**config.mk**
```make
export PLATFORM = sky130hd
export DESIGN_NAME = pcx_rle_plane_decoder
export DESIGN_NICKNAME = d
export VERILOG_FILES = /design/src/hw/rtl/pcxd_pkg.sv /design/src/hw/rtl/pcxd_cfg.sv /design/src/hw/rtl/pcxd_pos.sv /design/src/hw/rtl/pcx_rle_plane_decoder.sv
export SDC_FILE = /design/constraint.sdc
export NUM_CORES = 1
export LEC_CHECK = 0
export BUFFER_PORTS_ARGS = -buffer_cell sky130_fd_sc_hd__buf_2
export CAP_MARGIN = 5
export CORE_ASPECT_RATIO = 0.75
export CORE_MARGIN = 2
export CORE_UTILIZATION = 63
export CTS_CLUSTER_DIAMETER = 150
export DETAILED_ROUTE_END_ITERATION = 12
export PLACE_DENSITY = 0.92
export SYNTH_ARGS = -nofsm -noshare
export SYNTH_HDL_FRONTEND = slang
export SYNTH_SLANG_ARGS = --single-unit
```
**constraint.sdc**
```tcl
create_clock -name i_clk -period 10 [get_ports i_clk]
set_clock_uncertainty 0.2 [all_clocks]
set_input_delay 1.5 -clock i_clk [delete_from_list [all_inputs] [get_ports i_clk]]
set_output_delay 1.5 -clock i_clk [all_outputs]
set_load 0.02 [all_outputs]
```
**src/hw/rtl/pcxd_pkg.sv**
```systemverilog
`default_nettype none

package pcxd_pkg;

    // Run-length code detection.
    localparam logic [7:0] RUN_CODE_MASK  = 8'hC0;
    localparam logic [5:0] RUN_COUNT_MASK = 6'h3F;

    // Register indexes on the configuration port.
    localparam logic [2:0] REG_RLE_ON     = 3'd0;
    localparam logic [2:0] REG_PLANES     = 3'd1;
    localparam logic [2:0] REG_BPP        = 3'd2;
    localparam logic [2:0] REG_LINE_BYTES = 3'd3;
    localparam logic [2:0] REG_WIDTH      = 3'd4;
    localparam logic [2:0] REG_HEIGHT     = 3'd5;

    localparam int          APB_AW        = 5;
    localparam logic [14:0] LINE_BYTES_MAX = 15'd16384;
    localparam logic [2:0]  PLANES_MAX     = 3'd4;
    localparam logic [15:0] LIMIT_CEIL     = 16'd32000;

    // Configuration as the datapath sees it, already saturated into range.
    typedef struct packed {
        logic        rle_on;
        logic [2:0]  planes;
        logic [2:0]  bpp;
        logic [14:0] lb;
        logic [15:0] w;
        logic [15:0] h;
    } t_cfg;

    // What one advance of the position unit yields.
    typedef struct packed {
        logic [11:0] row;
        logic [11:0] col;
        logic [1:0]  chan;
        logic        fill;
        logic        wr;
        logic        line_done;
        logic        ended;
    } t_step;

    // One result item.
    typedef struct packed {
        logic [11:0] row;
        logic [11:0] column;
        logic [1:0]  channel;
        logic [7:0]  value;
        logic        fill_alpha;
        logic        last_of_run;
        logic        end_of_image;
        logic        bad_run;
    } t_res;

endpackage

`default_nettype wire

```
**src/hw/rtl/pcxd_cfg.sv**
```systemverilog
`default_nettype none

module pcxd_cfg #(
    parameter int MAX_WIDTH  = 4096,
    parameter int MAX_HEIGHT = 4096
) (
    input  wire logic                        i_clk,
    input  wire logic                        i_rst_n,
    input  wire logic                        psel,
    input  wire logic                        penable,
    input  wire logic                        pwrite,
    input  wire logic [pcxd_pkg::APB_AW-1:0] paddr,
    input  wire logic [31:0]                 pwdata,
    output logic [31:0]                      prdata,
    output logic                             pready,
    output pcxd_pkg::t_cfg                   o_cfg
);
    import pcxd_pkg::*;

    localparam logic [15:0] W_MAX = 16'(MAX_WIDTH);
    localparam logic [15:0] H_MAX = 16'(MAX_HEIGHT);

    logic        r_rle_on;
    logic [2:0]  r_planes;
    logic [2:0]  r_bpp;
    logic [14:0] r_lb;
    logic [12:0] r_w;
    logic [12:0] r_h;
    logic [2:0]  reg_idx;
    logic        wr_en;
    logic [15:0] w_ext;
    logic [15:0] h_ext;

    assign pready  = 1'b1;
    assign reg_idx = paddr[4:2];
    assign wr_en   = psel & penable & pwrite & pready;

    always_ff @(posedge i_clk) begin
        if (!i_rst_n) begin
            r_rle_on <= 1'b1;
            r_planes <= 3'd1;
            r_bpp    <= 3'd1;
            r_lb     <= 15'd1;
            r_w      <= 13'd1;
            r_h      <= 13'd1;
        end else if (wr_en) begin
            case (reg_idx)
                REG_RLE_ON:     r_rle_on <= pwdata[0];
                REG_PLANES:     r_planes <= pwdata[2:0];
                REG_BPP:        r_bpp    <= pwdata[2:0];
                REG_LINE_BYTES: r_lb     <= pwdata[14:0];
                REG_WIDTH:      r_w      <= pwdata[12:0];
                REG_HEIGHT:     r_h      <= pwdata[12:0];
                default:        ;
            endcase
        end
    end

    always_comb begin
        case (reg_idx)
            REG_RLE_ON:     prdata = {31'd0, r_rle_on};
            REG_PLANES:     prdata = {29'd0, r_planes};
            REG_BPP:        prdata = {29'd0, r_bpp};
            REG_LINE_BYTES: prdata = {17'd0, r_lb};
            REG_WIDTH:      prdata = {19'd0, r_w};
            REG_HEIGHT:     prdata = {19'd0, r_h};
            default:        prdata = 32'd0;
        endcase
    end

    // Out-of-range settings are used saturated.
    assign w_ext = {3'd0, r_w};
    assign h_ext = {3'd0, r_h};

    always_comb begin
        o_cfg.rle_on = r_rle_on;
        o_cfg.planes = (r_planes == 3'd0) ? 3'd1 :
                       (r_planes > PLANES_MAX) ? PLANES_MAX : r_planes;
        o_cfg.bpp    = (r_bpp == 3'd0) ? 3'd1 :
                       (r_bpp > PLANES_MAX) ? PLANES_MAX : r_bpp;
        o_cfg.lb     = (r_lb == 15'd0) ? 15'd1 :
                       (r_lb > LINE_BYTES_MAX) ? LINE_BYTES_MAX : r_lb;
        o_cfg.w      = (w_ext == 16'd0) ? 16'd1 : (w_ext > W_MAX) ? W_MAX : w_ext;
        o_cfg.h      = (h_ext == 16'd0) ? 16'd1 : (h_ext > H_MAX) ? H_MAX : h_ext;
    end

endmodule

`default_nettype wire

```
**src/hw/rtl/pcxd_pos.sv**
```systemverilog
`default_nettype none

module pcxd_pos #(
    parameter int MAX_HEIGHT = 4096
) (
    input  wire logic           i_clk,
    input  wire logic           i_rst_n,
    input  wire pcxd_pkg::t_cfg i_cfg,
    input  wire logic           i_adv,
    output pcxd_pkg::t_step     o_step
);
    import pcxd_pkg::*;

    localparam int RW = (MAX_HEIGHT > 1) ? $clog2(MAX_HEIGHT) : 1;

    logic [13:0]   r_bpl;
    logic [1:0]    r_plane;
    logic [13:0]   r_pixcol;
    logic [1:0]    r_bip;
    logic [RW-1:0] r_row;

    logic          planar;
    logic [13:0]   col;
    logic [14:0]   nbpl;
    logic [2:0]    nbip;
    logic [2:0]    nplane;
    logic [RW:0]   nrow;
    logic          pix_wrap;
    logic          plane_wrap;
    logic          line_done;
    logic [15:0]   row_ext;

    assign planar     = (i_cfg.planes > 3'd1);
    assign col        = planar ? r_bpl : r_pixcol;
    assign nbpl       = {1'b0, r_bpl} + 15'd1;
    assign nbip       = {1'b0, r_bip} + 3'd1;
    assign nplane     = {1'b0, r_plane} + 3'd1;
    assign nrow       = {1'b0, r_row} + {{RW{1'b0}}, 1'b1};
    assign pix_wrap   = (nbip >= i_cfg.bpp);
    assign plane_wrap = (nplane >= i_cfg.planes);
    assign line_done  = (nbpl >= i_cfg.lb);
    assign row_ext    = 16'(r_row);

    always_comb begin
        o_step.row       = row_ext[11:0];
        o_step.col       = col[11:0];
        o_step.chan      = planar ? r_plane : r_bip;
        o_step.fill      = planar ? (i_cfg.planes == 3'd3 && r_plane == 2'd2)
                                  : (i_cfg.bpp == 3'd3 && r_bip == 2'd2);
        o_step.wr        = ({2'd0, col} < i_cfg.w);
        o_step.line_done = line_done;
        o_step.ended     = line_done && plane_wrap && (16'(nrow) >= i_cfg.h);
    end

    always_ff @(posedge i_clk) begin
        if (!i_rst_n) begin
            r_bpl    <= '0;
            r_plane  <= '0;
            r_pixcol <= '0;
            r_bip    <= '0;
            r_row    <= '0;
        end else if (i_adv) begin
            if (line_done) begin
                r_bpl    <= '0;
                r_bip    <= '0;
                r_pixcol <= '0;
                if (plane_wrap) begin
                    r_plane <= '0;
                    r_row   <= nrow[RW-1:0];
                end else begin
                    r_plane <= nplane[1:0];
                end
            end else begin
                r_bpl <= nbpl[13:0];
                if (pix_wrap) begin
                    r_bip    <= '0;
                    r_pixcol <= r_pixcol + 14'd1;
                end else begin
                    r_bip <= nbip[1:0];
                end
            end
        end
    end

endmodule

`default_nettype wire

```
**src/hw/rtl/pcx_rle_plane_decoder.sv**
```systemverilog
`default_nettype none

// A literal byte is stepped by the position unit in the run state into a held slot, and the
// flush state moves it to the master side; a new byte is accepted only back in idle. A run's
// value byte advances the position unit one decoded byte a cycle while the output is free.
// Output back-pressure stalls the position unit cycle for cycle.
// Reset is synchronous and active low; it restores register defaults and clears the position
// and run control state; the value, held and output data registers are not reset.
module pcx_rle_plane_decoder #(
    parameter int MAX_WIDTH  = 4096,
    parameter int MAX_HEIGHT = 4096
) (
    input  wire logic                        i_clk,
    input  wire logic                        i_rst_n,
    // Slave side: [7:0] code_byte.
    input  wire logic                        i_s_tvalid,
    output logic                             o_s_tready,
    input  wire logic [7:0]                  i_s_tdata,
    // Master side tdata: [11:0] row, [23:12] column, [25:24] channel, [33:26] value.
    output logic                             o_m_tvalid,
    input  wire logic                        i_m_tready,
    output logic [39:0]                      o_m_tdata,
    output logic                             o_m_tlast,
    // Master side tuser: [0] fill_alpha, [1] end_of_image, [2] bad_run.
    output logic [2:0]                       o_m_tuser,
    input  wire logic                        psel,
    input  wire logic                        penable,
    input  wire logic                        pwrite,
    input  wire logic [pcxd_pkg::APB_AW-1:0] paddr,
    input  wire logic [31:0]                 pwdata,
    output logic [31:0]                      prdata,
    output logic                             pready
);
    import pcxd_pkg::*;

    typedef enum logic [2:0] {
        S_IDLE  = 3'b001,
        S_RUN   = 3'b010,
        S_FLUSH = 3'b100
    } t_state;

    t_cfg   cfg;
    t_step  step;

    t_state r_state, n_state;
    logic   r_await, n_await;
    logic [5:0] r_pend, n_pend;
    logic   r_halt, n_halt;
    logic [7:0] r_val, n_val;
    logic [5:0] r_rem, n_rem;
    logic   r_ended, n_ended;
    t_res   r_held, n_held;
    logic   r_held_v, n_held_v;
    t_res   r_out, n_out;
    logic   r_ov, n_ov;

    logic   in_acc;
    logic   out_free;
    logic   adv;
    logic   is_code;
    t_res   step_res;

    pcxd_cfg #(
        .MAX_WIDTH  (MAX_WIDTH),
        .MAX_HEIGHT (MAX_HEIGHT)
    ) u_cfg (
        .i_clk   (i_clk),
        .i_rst_n (i_rst_n),
        .psel    (psel),
        .penable (penable),
        .pwrite  (pwrite),
        .paddr   (paddr),
        .pwdata  (pwdata),
        .prdata  (prdata),
        .pready  (pready),
        .o_cfg   (cfg)
    );

    pcxd_pos #(
        .MAX_HEIGHT (MAX_HEIGHT)
    ) u_pos (
        .i_clk   (i_clk),
        .i_rst_n (i_rst_n),
        .i_cfg   (cfg),
        .i_adv   (adv),
        .o_step  (step)
    );

    assign o_s_tready = (r_state == S_IDLE);
    assign in_acc     = i_s_tvalid & o_s_tready;
    assign out_free   = !r_ov || i_m_tready;
    assign adv        = (r_state == S_RUN) && out_free;
    assign is_code    = cfg.rle_on && ((i_s_tdata & RUN_CODE_MASK) == RUN_CODE_MASK);

    always_comb begin
        step_res              = '0;
        step_res.row          = step.row;
        step_res.column       = step.col;
        step_res.channel      = step.chan;
        step_res.value        = r_val;
        step_res.fill_alpha   = step.fill;
    end

    // The newest write is held back one step: only when the run is over is it known
    // which write was the last one of the byte.
    always_comb begin
        n_state  = r_state;
        n_await  = r_await;
        n_pend   = r_pend;
        n_halt   = r_halt;
        n_val    = r_val;
        n_rem    = r_rem;
        n_ended  = r_ended;
        n_held   = r_held;
        n_held_v = r_held_v;
        n_out    = r_out;
        n_ov     = r_ov && !i_m_tready;

        case (r_state)
            S_IDLE: begin
                if (in_acc && !r_halt) begin
                    if (r_await) begin
                        n_await = 1'b0;
                        n_pend  = '0;
                        n_val   = i_s_tdata;
                        n_rem   = r_pend;
                        n_state = S_RUN;
                    end else if (is_code) begin
                        if ((i_s_tdata[5:0] & RUN_COUNT_MASK) == 6'd0) begin
                            n_held         = '0;
                            n_held.bad_run = 1'b1;
                            n_held_v       = 1'b1;
                            n_ended        = 1'b0;
                            n_halt         = 1'b1;
                            n_state        = S_FLUSH;
                        end else begin
                            n_await = 1'b1;
                            n_pend  = i_s_tdata[5:0] & RUN_COUNT_MASK;
                        end
                    end else begin
                        n_val   = i_s_tdata;
                        n_rem   = 6'd1;
                        n_state = S_RUN;
                    end
                end
            end
            S_RUN: begin
                if (adv) begin
                    if (step.wr) begin
                        if (r_held_v) begin
                            n_out = r_held;
                            n_ov  = 1'b1;
                        end
                        n_held   = step_res;
                        n_held_v = 1'b1;
                    end
                    n_rem = r_rem - 6'd1;
                    if (step.line_done || r_rem == 6'd1) begin
                        n_ended = step.ended;
                        if (step.ended) begin
                            n_halt = 1'b1;
                        end
                        n_state = S_FLUSH;
                    end
                end
            end
            S_FLUSH: begin
                if (!r_held_v) begin
                    n_state = S_IDLE;
                end else if (out_free) begin
                    n_out              = r_held;
                    n_out.last_of_run  = !r_held.bad_run;
                    n_out.end_of_image = r_ended && !r_held.bad_run;
                    n_ov               = 1'b1;
                    n_held_v           = 1'b0;
                    n_state            = S_IDLE;
                end
            end
            default: begin
                n_state = S_IDLE;
            end
        endcase
    end

    always_ff @(posedge i_clk) begin
        if (!i_rst_n) begin
            r_state  <= S_IDLE;
            r_await  <= 1'b0;
            r_pend   <= '0;
            r_halt   <= 1'b0;
            r_rem    <= '0;
            r_ended  <= 1'b0;
            r_held_v <= 1'b0;
            r_ov     <= 1'b0;
        end else begin
            r_state  <= n_state;
            r_await  <= n_await;
            r_pend   <= n_pend;
            r_halt   <= n_halt;
            r_rem    <= n_rem;
            r_ended  <= n_ended;
            r_held_v <= n_held_v;
            r_ov     <= n_ov;
        end
    end

    always_ff @(posedge i_clk) begin
        r_val  <= n_val;
        r_held <= n_held;
        r_out  <= n_out;
    end

    assign o_m_tvalid = r_ov;
    assign o_m_tdata  = {6'd0, r_out.value, r_out.channel, r_out.column, r_out.row};
    assign o_m_tlast  = r_out.last_of_run;
    assign o_m_tuser  = {r_out.bad_run, r_out.end_of_image, r_out.fill_alpha};

`ifndef SYNTHESIS
    a_idle_no_held: assert property (@(posedge i_clk) disable iff (!i_rst_n)
        (r_state == S_IDLE) |-> !r_held_v)
        else $error("held write left behind in idle");

    a_halt_stays_idle: assert property (@(posedge i_clk) disable iff (!i_rst_n)
        (r_halt && r_state == S_IDLE) |=> (r_state == S_IDLE))
        else $error("decoder started work after halting");

    a_run_count: assert property (@(posedge i_clk) disable iff (!i_rst_n)
        (r_state == S_RUN) |-> (r_rem != 6'd0))
        else $error("run stepping with no bytes left");

    a_bad_not_last: assert property (@(posedge i_clk) disable iff (!i_rst_n)
        (o_m_tvalid && o_m_tuser[2]) |-> (!o_m_tlast && !o_m_tuser[1]))
        else $error("bad run item flagged as end of run");
`endif

endmodule

`default_nettype wire
```
Yosys cells after proc, flatten, opt, wreduce, memory -nomap -nowiden
Index checks and enable logic that the tools add are counted.
{"block": "word_totals", "wordCells": 213, "output_inout_bits": 79, "inputBits": 52, "regBits": 196}
{"block": "classes", "n_mux": 81, "n_addsub": 6, "n_reduce_logical": 46, "n_eq_ne": 30, "bitwise": 3, "order_cmp": 11}
{"op": "2-to-1 mux 38 bit", "n": 11}
{"op": "one-hot mux 38 bit (2 select lines)", "n": 2}
{"op": "one-hot mux 15 bit (6 select lines)", "n": 1}
{"op": "2-to-1 mux 14 bit", "n": 4}
{"op": "2-to-1 mux 6 bit", "n": 7}
{"op": "2-to-1 mux 3 bit", "n": 12}
{"op": "logical NOT 16 bit", "n": 2}
{"op": "2-to-1 mux 16 bit", "n": 2}
{"op": "2-to-1 mux 15 bit", "n": 2}
{"op": "greater-than comparator 13 bit (second input constant)", "n": 2}
{"op": "2-to-1 mux 1 bit", "n": 26}
{"op": "2-to-1 mux 13 bit", "n": 2}
{"op": "AND reduction 7 bit", "n": 3}
{"op": "!= test 2 bit (second input constant)", "n": 9}
{"op": "AND reduction 2 bit", "n": 9}
{"op": ">= comparator 13 x 16 -> 1 bit", "n": 1}
{"op": "< comparator 14 x 16 -> 1 bit", "n": 1}
{"op": "2-to-1 mux 8 bit", "n": 2}
{"op": "adder 14 x 1 -> 15 bit (second input constant)", "n": 1}
{"op": "== test 3 x 2 -> 1 bit (second input constant)", "n": 5}
{"op": ">= comparator 15 bit", "n": 1}
{"op": "greater-than comparator 15 bit (second input constant)", "n": 1}
{"op": "logical NOT 15 bit", "n": 1}
{"op": "adder 14 x 1 -> 14 bit (second input constant)", "n": 1}
{"op": "other kinds (31)", "n": 69}

Longest topological paths before layout
Gate-level depths: netlist (run 1).
{"block": "depth", "depth_word": 10, "mapped_depth": 15, "mapped_depth_nobuf": 14}

Cells and area by module
From an unflattened synthesis (run 1), not the netlist that was laid out.
{"block": "unflattened", "hier_cells": 1062, "hier_area_um2": 10582.6}
{"module": "pcx_rle_plane_decoder", "seq_area_each_um2": 2862.7, "cells_each": 272, "instances": 1, "area_per_inst_um2": 3986.3}
{"module": "pcxd_pos", "seq_area_each_um2": 880.8, "cells_each": 474, "instances": 1, "area_per_inst_um2": 3778.6}
{"module": "pcxd_cfg", "seq_area_each_um2": 960.9, "cells_each": 316, "instances": 1, "area_per_inst_um2": 2817.7}

Least setup slack after synthesis (run 1)
No wires, ideal clock.
{"block": "synth_timing", "path_type": "input to output", "start": "input port paddr[2] (netlist name)", "end": "output port prdata[12]", "arrival_time_ps": 2884, "stages": 4, "setup_slack_ps": 5416, "n_path_buf": 2, "required_ps": 8300, "path_cell_list": "buf_1 buf_1 mux2i_1 o21ai_0"}
{"block": "synth_between", "elab_chain_len": 2, "elab_cells_between_ends": 7, "classes_between": "eq/ne (5); mux (1); reduce/logical (1)"}
{"element": "start, declared", "line_no": "pcx_rle_plane_decoder.sv:29", "source": "input wire logic [pcxd_pkg::APB_AW-1:0] paddr,"}
{"element": "== test 3 bit (tied with other cells)", "line_no": "pcxd_cfg.sv:60", "source": "case (reg_idx)"}
{"element": "one-hot mux 15 bit (6 select lines) (*)", "line_no": "pcxd_cfg.sv:60"}
{"element": "end, declared", "line_no": "pcx_rle_plane_decoder.sv:31", "source": "output logic [31:0] prdata,"}
Every way passes the cells marked *; elsewhere a longest branch is shown, timed or not.

Worst setup path in the final report (run 1)
{"block": "layout_timing", "start": "input port paddr[2] (netlist name)", "end": "output port prdata[7]"}
Same word-level chain as after synthesis.

==> reports/qor.yml, run 1 <==
status:
  outcome: "completed"
finish:
  total_inserted_antenna_cells: 0
  final_nets: 1199
  relative_area_change_from_synthesis_to_final_layout_pct: 10.5
  drive_above_1_share: 0.144
synthesis:
  cell_types_occupying_the_most_area_after_synthesis: "sky130_fd_sc_hd__edfxtp_1, sky130_fd_sc_hd__dfxtp_1, sky130_fd_sc_hd__ha_1"
  synth_top_family_by_area: "simple AND/OR/NAND/NOR gates"
  count_of_distinct_cell_types_in_the_synthesized_netlist: 66
  mappedNetlistArea_um2: 9940
  async_reset_ff_frac: 0
  postSynthCellCount: 1028
  yosys.area_share.adder: 0.0693
  yosys.cell_count.top_type: "sky130_fd_sc_hd__nand2_1"
  synth-compound-area-share: 0.113
  post_synth_and_or_nand_nor_area_fraction: 0.203
  yosysSeqAreaShare: 0.473
  synth_ff_type: "sky130_fd_sc_hd__dfxtp_1"
  post-synth-top-area-cell: "sky130_fd_sc_hd__edfxtp_1"
  yosys.area_share.xor_xnor: 0.0405
  ys_top_cells_by_count: "sky130_fd_sc_hd__nand2_1, sky130_fd_sc_hd__dfxtp_1, sky130_fd_sc_hd__edfxtp_1"
  post-synth-top-area-fraction: 0.248
  synth-edff-count: 82
  yosysWarningCount: 0
  muxShareOfSynthArea: 0.0526
  syn_avg_cell_area_um2: 9.67
  synth_seq_cells: 194
pwr:
  static_leakage_nw: 4.32
  power_per_standard_cell_area_nw_per_um2: 163
  peakVddDrop_v: 0.000131
place:
  quantity_of_i_o_buffers_inserted_on_ports: 87
  dp.final_hpwl_um: 16200
  gp_routability_congestion: 0.906
  pre_cts_ws_ns: 5.20
clock_tree:
  cts_hold_buffers: 0
  cts_max_level: 4
  clock-sinks: 194
  number_of_cells_upsized_or_downsized_after_cts: 0
  insertion_delay_ns: 0.45
  tritoncts: "built"
  post-cts-setup-buffer-count: 0
  clkSlewWorstSetupHoldPaths_ns: 0.07
  tritoncts.num_buffers: 17
  max-clock-path-buffers: 2
  cts.root.buffer_cell: "sky130_fd_sc_hd__clkbuf_16"
timing:
  finalWorstSetupSlack_ns: 5.16
  unrepaired_setup_endpoints_after_global_routing: "false"
  maxSlewHeadroom: 0.318
  timing.final.max_slew_violations: 0
  finalCritPeriodShare: 0.484
  final_period_minus_worst_setup_slack_ns: 4.84
  timing.final.setup_violations: 0
  tightestPinTransition_ns: 1.02
  timing.fmax_mhz: 207
  hold_viol_final: 0
  finalSetupTns_ns: 0
global_route:
  grt_overflow: 0
  grt_pass1_vias: 7356
  wire_length_of_the_first_global_routing_pass_um: 37900
  largest_net_degree_at_the_start_of_global_routing: 74
  track_usage: 0.287
  antenna_found_initial: 0
hold_path:
  hp-class: "flop to flop"
die:
  die-area_um2: 16800
  placement_rows: 39
  fp.coreArea_um2: 15300
  die_width_um: 149
  ios: 131
  effective_utilization_at_floorplan: 0.648
  die_h_um: 113
setup_path:
  cp-end-kind: "output pin"
  crit_path_start_kind: "input port"
  critical_path_peak_fanout: 24
  critical_path.cell_chain: "buf_2 > nand2_1 > nor2_1 > nand2_1 > o21ai_0 > buf_2"
  max_stage_delay_ns: 0.57
  worst-endpoint-required_ns: 8.30
  timing_worst_setup_path_type: "input port to output pin"
  timing.critical_path.arrival_ns: 3.14
  cell_with_the_largest_stage_delay_on_the_worst_path: "sky130_fd_sc_hd__nor2_1"
detailed_routing:
  drt_first_iter_violations: 781
  number_of_nets_with_antenna_violations_after_routing: 0
  drc: 0
  drtPass1Iterations: 5
  vias_per_cell: 5.92
  drt-total-wl_um: 23200
  routed-via-count: 7757
  wl_per_cell_um: 17.7
job:
  drv.max_cap_violation_count: 0
==> sequential cells by signal, indices dropped and copies added, names as in the netlist, 2 cells and up <==
register / cells
u_cfg.r_w: 13
u_cfg.r_bpp: 3
u_pos.r_plane: 2
u_pos.r_bpl: 14
u_pos.r_row: 12
u_cfg.r_lb: 15
u_pos.r_pixcol: 14
o_m_tuser: 3
u_cfg.r_planes: 3
o_m_tdata: 34
u_cfg.r_h: 13
r_held: 36
r_state: 3
r_pend: 6
r_rem: 6
r_val: 8
u_pos.r_bip: 2
==> placed cells by master, fill, tap and decap left out, types with 22 or more instances in the layout <==
master and n:
sky130_fd_sc_hd__nor2_1 68, sky130_fd_sc_hd__a21boi_0 22, sky130_fd_sc_hd__dfxtp_1 112, sky130_fd_sc_hd__and2_1 43, sky130_fd_sc_hd__a21oi_1 50, sky130_fd_sc_hd__edfxtp_1 82
sky130_fd_sc_hd__mux2i_1 35, sky130_fd_sc_hd__nand3_1 37, sky130_fd_sc_hd__ha_1 55, sky130_fd_sc_hd__nor2b_1 27, sky130_fd_sc_hd__conb_1 24, sky130_fd_sc_hd__buf_2 87
sky130_fd_sc_hd__o21ai_0 39, sky130_fd_sc_hd__xor2_1 28, sky130_fd_sc_hd__nand2_1 146
==> per-stage QoR <==
step	instances	total power [mW]	utilization	hold WS (ns)	cell area, µm²
after floorplan	1050	1.06	-	0.200	10000
after global placement	1278	1.10	0.678	0.201	10400
after detailed placement	1278	1.12	0.678	0.205	10400
after CTS	1310	1.79	0.717	0.212	11000
after global routing	1310	1.86	0.717	0.215	11000
final	1310	1.79	0.717	0.209	11000
==> routing by layer <==
metal  wire length, µm  global-route usage  part of all wire
met1             10300               0.413              0.44
met2             10600               0.436              0.46
met3              1820              0.0601             0.078
met4               503              0.0927             0.022
met5                 0                   0                 0
==> cells by family after synthesis <==
group / after synthesis
fa+ha+maj: 55
compound gates: 175
other cells: 2
mux: 50
xor+xnor: 46
buf+inv: 94
simple gates: 412
flops: 194
==> final cells by class <==
type	count	area [µm²]
multi-input cells	762	4850
inverters	22	82.6
well taps	205	256
fillers	1076	4340
repair buffers	95	495
clock inverters	14	161
clock buffers	18	429
flip-flops and latches	194	4700
==> critical path: cells and delay by family <==
family | cells | cell delay [ns]
simple gates | 3 | 0.84
buf+inv | 2 | 0.67
compound gates | 1 | 0.13
==> report_power, final <==
part | leakage, nW | internal (mW) | switching, mW | total [mW]
registers | 1.63 | 0.864 | 0.0249 | 0.889
logic | 2.39 | 0.0695 | 0.146 | 0.215
clock network | 0.288 | 0.356 | 0.327 | 0.684
total | 4.32 | 1.29 | 0.498 | 1.79
==> final timing paths <==
path	from	to	slack [ns]	cells after the start
worst max-delay path	paddr[2]	prdata[7]	5.16	6
worst min-delay path	r_held[23]	o_m_tdata[21]	0.21	0
worst max register to register	u_pos.r_bpl[0]	u_pos.r_pixcol[9]	5.38	13
worst min register to register	r_held[23]	o_m_tdata[21]	0.21	0
Note: power is estimated with default switching activity, not from simulation.
==> inputs of run 2 (changes only) <==
Settings changed: CORE_UTILIZATION 63 to 53, PLACE_DENSITY 0.92 to 0.83.
Clock period 10 ns to 4.1 ns, I/O delays scaled along.
==> reports/qor.yml, run 2 (synthesis results as in run 1) <==
detailed_routing:
  vias_per_cell: 5.65
  number_of_nets_with_antenna_violations_after_routing: 0
  drc: 0
  drt_first_iter_violations: 647
  routed-via-count: 7717
  drtPass1Iterations: 5
  wl_per_cell_um: 17.2
  drt-total-wl_um: 23400
finish:
  registers.top_by_ff_count: "r_held"
  layout_common_cells: "sky130_fd_sc_hd__nand2_1, sky130_fd_sc_hd__dfxtp_1, sky130_fd_sc_hd__buf_2"
  largest_reg_flops: 36
  final_nets: 1212
  relative_area_change_from_synthesis_to_final_layout_pct: 12.5
  n_fill_cell: 1538
  regArea_um2: 4700
  drive_above_1_share: 0.156
  multi_input_area_um2: 4860
  commonest_non_fill_non_tap_cell_in_the_layout: "sky130_fd_sc_hd__nand2_1"
  total_inserted_antenna_cells: 0
hold_path:
  hp-class: "input port to flop"
  hold-path-cell-count: 1
  holdCritStartpoint: "i_s_tdata[6]"
global_route:
  largest_net_degree_at_the_start_of_global_routing: 73
  groute.layer.met2.usage: 0.371
  grt.met3_usage: 0.0520
  track_usage: 0.242
  grt_overflow: 0
  antenna_found_initial: 1
  grt_pass1_vias: 7154
  fraction_of_met1_tracks_used_by_global_routing: 0.349
  grt_most_used_layer: "met2"
  wire_length_of_the_first_global_routing_pass_um: 37400
clock_tree:
  cts.root.buffer_cell: "sky130_fd_sc_hd__clkbuf_16"
  tritoncts.num_buffers: 17
  clkSlewWorstSetupHoldPaths_ns: 0.08
  clock-sinks: 194
  cts_max_level: 4
  max-clock-path-buffers: 2
  tritoncts: "built"
  post-cts-setup-buffer-count: 0
  insertion_delay_ns: 0.45
timing:
  final_period_minus_worst_setup_slack_ns: 3.81
  hold_viol_final: 0
  timing.final.max_slew_violations: 0
  finalSetupTns_ns: 0
  tightestPinTransition_ns: 1.02
  maxSlewHeadroom: 0.320
  timing.final.setup_violations: 0
  finalCritPeriodShare: 0.928
  finalWorstSetupSlack_ns: 0.293
  timing.fmax_mhz: 263
  hold_ws_ns: 0.185
pwr:
  power_per_standard_cell_area_nw_per_um2: 392
  peakVddDrop_v: 0.000250
  finalPower_mw: 4.38
  static_leakage_nw: 4.39
die:
  effective_utilization_at_floorplan: 0.538
  die_h_um: 123
  ios: 131
  fp.coreArea_um2: 18500
  die-area_um2: 19900
  placement_rows: 43
  die_width_um: 162
setup_path:
  cp-end-kind: "flop"
  worst-endpoint-required_ns: 4.27
  crit_path_start_kind: "flop"
  crit_path_start: "u_pos.r_bpl[1]"
  ff2ff_path_depth: 14
  critical_path_peak_fanout: 12
  timing_worst_setup_path_type: "flop to flop"
  timing.critical_path.arrival_ns: 3.98
  crit-reg2reg-launch: "u_pos.r_bpl[1]"
job:
  drv.max_cap_violation_count: 0
place:
  quantity_of_i_o_buffers_inserted_on_ports: 87
  pre_cts_ws_ns: 0.225
  gp_routability_congestion: 0.928
  dp.final_hpwl_um: 16900
status:
  outcome: "completed"
## run 2: cell types whose count changed in the layout (fill, tap and decap cells not counted), sizes merged
cell,previous run,this run
buf,95,108
clkinv,4,6
bufinv,1,0
clkbuf,18,17
clkinvlp,1,0
inv,30,31
## run 2: routing by layer
layer  vias up  part of all wire  routed length (µm)
met4         0             0.016                 383
met1      3680              0.47               11000
met5         -                 0                   0
met2       283              0.44               10300
li1       3724                 -                   -
met3        30             0.072                1680
## run 2: per-stage QoR
stage	instance area, µm²	cells	utilization
finish	11200	1365	0.606
global route	11200	1365	0.606
CTS	11200	1365	0.605
detailed placement	10600	1333	0.573
global placement	10600	1333	0.573
floorplan	10000	1050	-
## run 2: timing repair
| action | 4_1_cts | 5_1_grt |
|---|---|---|
| endpoints found under the setup margin | 0 | 19 |
| hold buffers | 0 | 0 |
| endpoints found under the hold margin | 0 | 0 |
| gates resized for setup | 0 | 3 |
## run 2: worst max-delay path, cell delays in order (launching register included)
cell and delay [ns]:
sky130_fd_sc_hd__dfxtp_1 0.42, sky130_fd_sc_hd__ha_1 0.25, sky130_fd_sc_hd__nand3_1 0.22, sky130_fd_sc_hd__nor2_4 0.22, sky130_fd_sc_hd__nand3_1 0.16, sky130_fd_sc_hd__nor2_2 0.21, sky130_fd_sc_hd__xor2_1 0.10, sky130_fd_sc_hd__ha_1 0.32
sky130_fd_sc_hd__nand4_1 0.13, sky130_fd_sc_hd__or3_1 0.46, sky130_fd_sc_hd__o31ai_2 0.22, sky130_fd_sc_hd__buf_4 0.26, sky130_fd_sc_hd__nand2_1 0.17, sky130_fd_sc_hd__nor2_1 0.19, sky130_fd_sc_hd__mux2i_1 0.20
## run 2: cell type report
cell class | count | area share
clock buffer | 17 | 0.0381
timing repair buffer | 108 | 0.0553
sequential | 194 | 0.421
clock inverter | 15 | 0.0153
inverter | 22 | 0.00739
tap | 247 | 0.0277
multi-input combinational | 762 | 0.435
## run 2: path summary, 6_finish.rpt
kind	endpoint	slack [ns]
worst max-delay path	u_pos.r_row[3]	0.29
worst min-delay path	r_val[6]	0.19
worst max register to register	u_pos.r_row[3]	0.29
worst min register to register	o_m_tdata[8]	0.22
## run 2: where the power goes
group          internal (mW)  switching, mW
Combinational          0.182          0.356
Sequential              2.11         0.0581
Clock                  0.826          0.847
==> inputs of run 3 (changes only) <==
Settings changed: CAP_MARGIN 5 to not set, CORE_UTILIZATION 53 to 40, PLACE_DENSITY 0.83 to 0.67.
==> reports/qor.yml, run 3 (synthesis results as in run 1) <==
hold_path:
  min_delay_worst_endpoint: "r_val[6]"
  holdCritStartpoint: "i_s_tdata[6]"
  hold-path-cell-count: 1
  hp-class: "input port to flop"
job:
  drv.max_cap_violation_count: 0
setup_path:
  timing.rr.end: "u_pos.r_pixcol[11]"
  crit-reg2reg-launch: "u_pos.r_bpl[1]"
  ff2ff_setup_slack_ns: 0.27
  worst-endpoint-required_ns: 4.27
  timing_worst_setup_path_type: "flop to flop"
  ff2ff_path_depth: 13
  critical_path_peak_fanout: 5
  timing.critical_path.arrival_ns: 4.00
  cp-end-kind: "flop"
  crit_path_start_kind: "flop"
global_route:
  track_usage: 0.184
  antenna_found_initial: 0
  grt_pass1_vias: 6861
  groute.layer.met2.usage: 0.264
  grt_most_used_layer: "met1"
  grt.met3_usage: 0.0322
  largest_net_degree_at_the_start_of_global_routing: 73
  wire_length_of_the_first_global_routing_pass_um: 37300
  grt_overflow: 0
  fraction_of_met1_tracks_used_by_global_routing: 0.282
place:
  dp.final_hpwl_um: 17200
  pre_cts_ws_ns: 0.292
  place_inst: 1418
  gp_routability_congestion: 0.893
  quantity_of_i_o_buffers_inserted_on_ports: 87
clock_tree:
  tritoncts.num_buffers: 17
  cts_max_level: 4
  post-cts-setup-buffer-count: 0
  clock-sinks: 194
  insertion_delay_ns: 0.44
  cts.root.buffer_cell: "sky130_fd_sc_hd__clkbuf_16"
  max-clock-path-buffers: 2
  clkSlewWorstSetupHoldPaths_ns: 0.07
  number_of_cells_upsized_or_downsized_after_cts: 0
  tritoncts: "built"
  cts_hold_buffers: 0
finish:
  final_nets: 1213
  multi_input_area_um2: 4860
  commonest_non_fill_non_tap_cell_in_the_layout: "sky130_fd_sc_hd__nand2_1"
  registers.top_by_ff_count: "r_held"
  layout_common_cells: "sky130_fd_sc_hd__nand2_1, sky130_fd_sc_hd__dfxtp_1, sky130_fd_sc_hd__buf_2"
  regArea_um2: 4700
  fin_cells: 1450
  total_inserted_antenna_cells: 0
  largest_reg_flops: 36
  relative_area_change_from_synthesis_to_final_layout_pct: 13.5
  n_fill_cell: 2325
  drive_above_1_share: 0.153
die:
  ios: 131
  effective_utilization_at_floorplan: 0.411
  fp.coreArea_um2: 24200
  die_h_um: 140
  die_width_um: 186
  placement_rows: 49
  die-area_um2: 26100
detailed_routing:
  number_of_nets_with_antenna_violations_after_routing: 0
  wl_per_cell_um: 16.2
  drc: 0
  vias_per_cell: 5.22
  drt-total-wl_um: 23600
  drtPass1Iterations: 5
  routed-via-count: 7564
  drt_first_iter_violations: 829
timing:
  timing.final.setup_violations: 0
  maxSlewHeadroom: 0.348
  hold_viol_final: 0
  timing.fmax_mhz: 261
  final_period_minus_worst_setup_slack_ns: 3.83
  finalSetupTns_ns: 0
  finalWorstSetupSlack_ns: 0.270
  timing.final.max_slew_violations: 0
  unrepaired_setup_endpoints_after_global_routing: "false"
  finalCritPeriodShare: 0.934
  tightestPinTransition_ns: 0.975
status:
  outcome: "completed"
pwr:
  static_leakage_nw: 4.39
  power_per_standard_cell_area_nw_per_um2: 393
  peakVddDrop_v: 0.000309
[run 3: where the power goes]
group          internal, mW  switching [mW]
sequential             2.11          0.0547
clock                 0.968           0.762
combinational         0.183           0.355
total                  3.26            1.17
[run 3: worst max-delay path by stage]
stage	from	endpoint	slack (ns)	cells past startpoint
final	u_pos.r_bpl[1]	u_pos.r_pixcol[11]	0.27	13
after global routing	u_pos.r_bpl[1]	u_pos.r_row[3]	0.03	14
after CTS	u_pos.r_bpl[1]	u_pos.r_pixcol[11]	0.26	13
after detailed placement	u_pos.r_bpl[1]	u_pos.r_pixcol[11]	0.29	13
after global placement	u_pos.r_bpl[1]	r_state[1]	0.41	13
after floorplan	u_cfg.r_planes[1]	o_m_tdata[0]	0.07	11
[run 3: worst max-delay path, cell delays in order, from the launching register on]
cell and delay (ns):
sky130_fd_sc_hd__dfxtp_1 0.44, sky130_fd_sc_hd__ha_1 0.25, sky130_fd_sc_hd__nand3_1 0.19, sky130_fd_sc_hd__nor2_1 0.20, sky130_fd_sc_hd__nand3_1 0.17, sky130_fd_sc_hd__nor2_2 0.20
sky130_fd_sc_hd__xor2_1 0.09, sky130_fd_sc_hd__ha_1 0.31, sky130_fd_sc_hd__nand4_1 0.15, sky130_fd_sc_hd__or3_1 0.48, sky130_fd_sc_hd__o211ai_1 0.35, sky130_fd_sc_hd__nand4_1 0.24
sky130_fd_sc_hd__or3_1 0.35, sky130_fd_sc_hd__a21oi_1 0.14
[run 3: through the flow]
step	util	hold slack (ns)	cell area [µm²]	total power, mW
floorplan	-	0.200	10000	2.59
global placement	0.442	0.201	10700	2.72
detailed placement	0.442	0.205	10700	2.74
CTS	0.467	0.156	11300	4.45
global route	0.467	0.155	11300	4.60
finish	0.467	0.169	11300	4.43
[run 3: layout make-up]
class / count / area share
Timing Repair Buffer: 109 / 0.0555
Multi-Input combinational cell: 762 / 0.431
Tap cell: 331 / 0.0367
Clock inverter: 12 / 0.0140
Clock buffer: 20 / 0.0387
Sequential cell: 194 / 0.417
Inverter: 22 / 0.00732
[run 3: layer usage]
metal	share of wire	routed length, µm	up-vias
li1	-	-	3716
met1	0.50	11800	3596
met3	0.062	1470	23
met4	0.010	246	0
met2	0.43	10000	229
met5	0	0	-
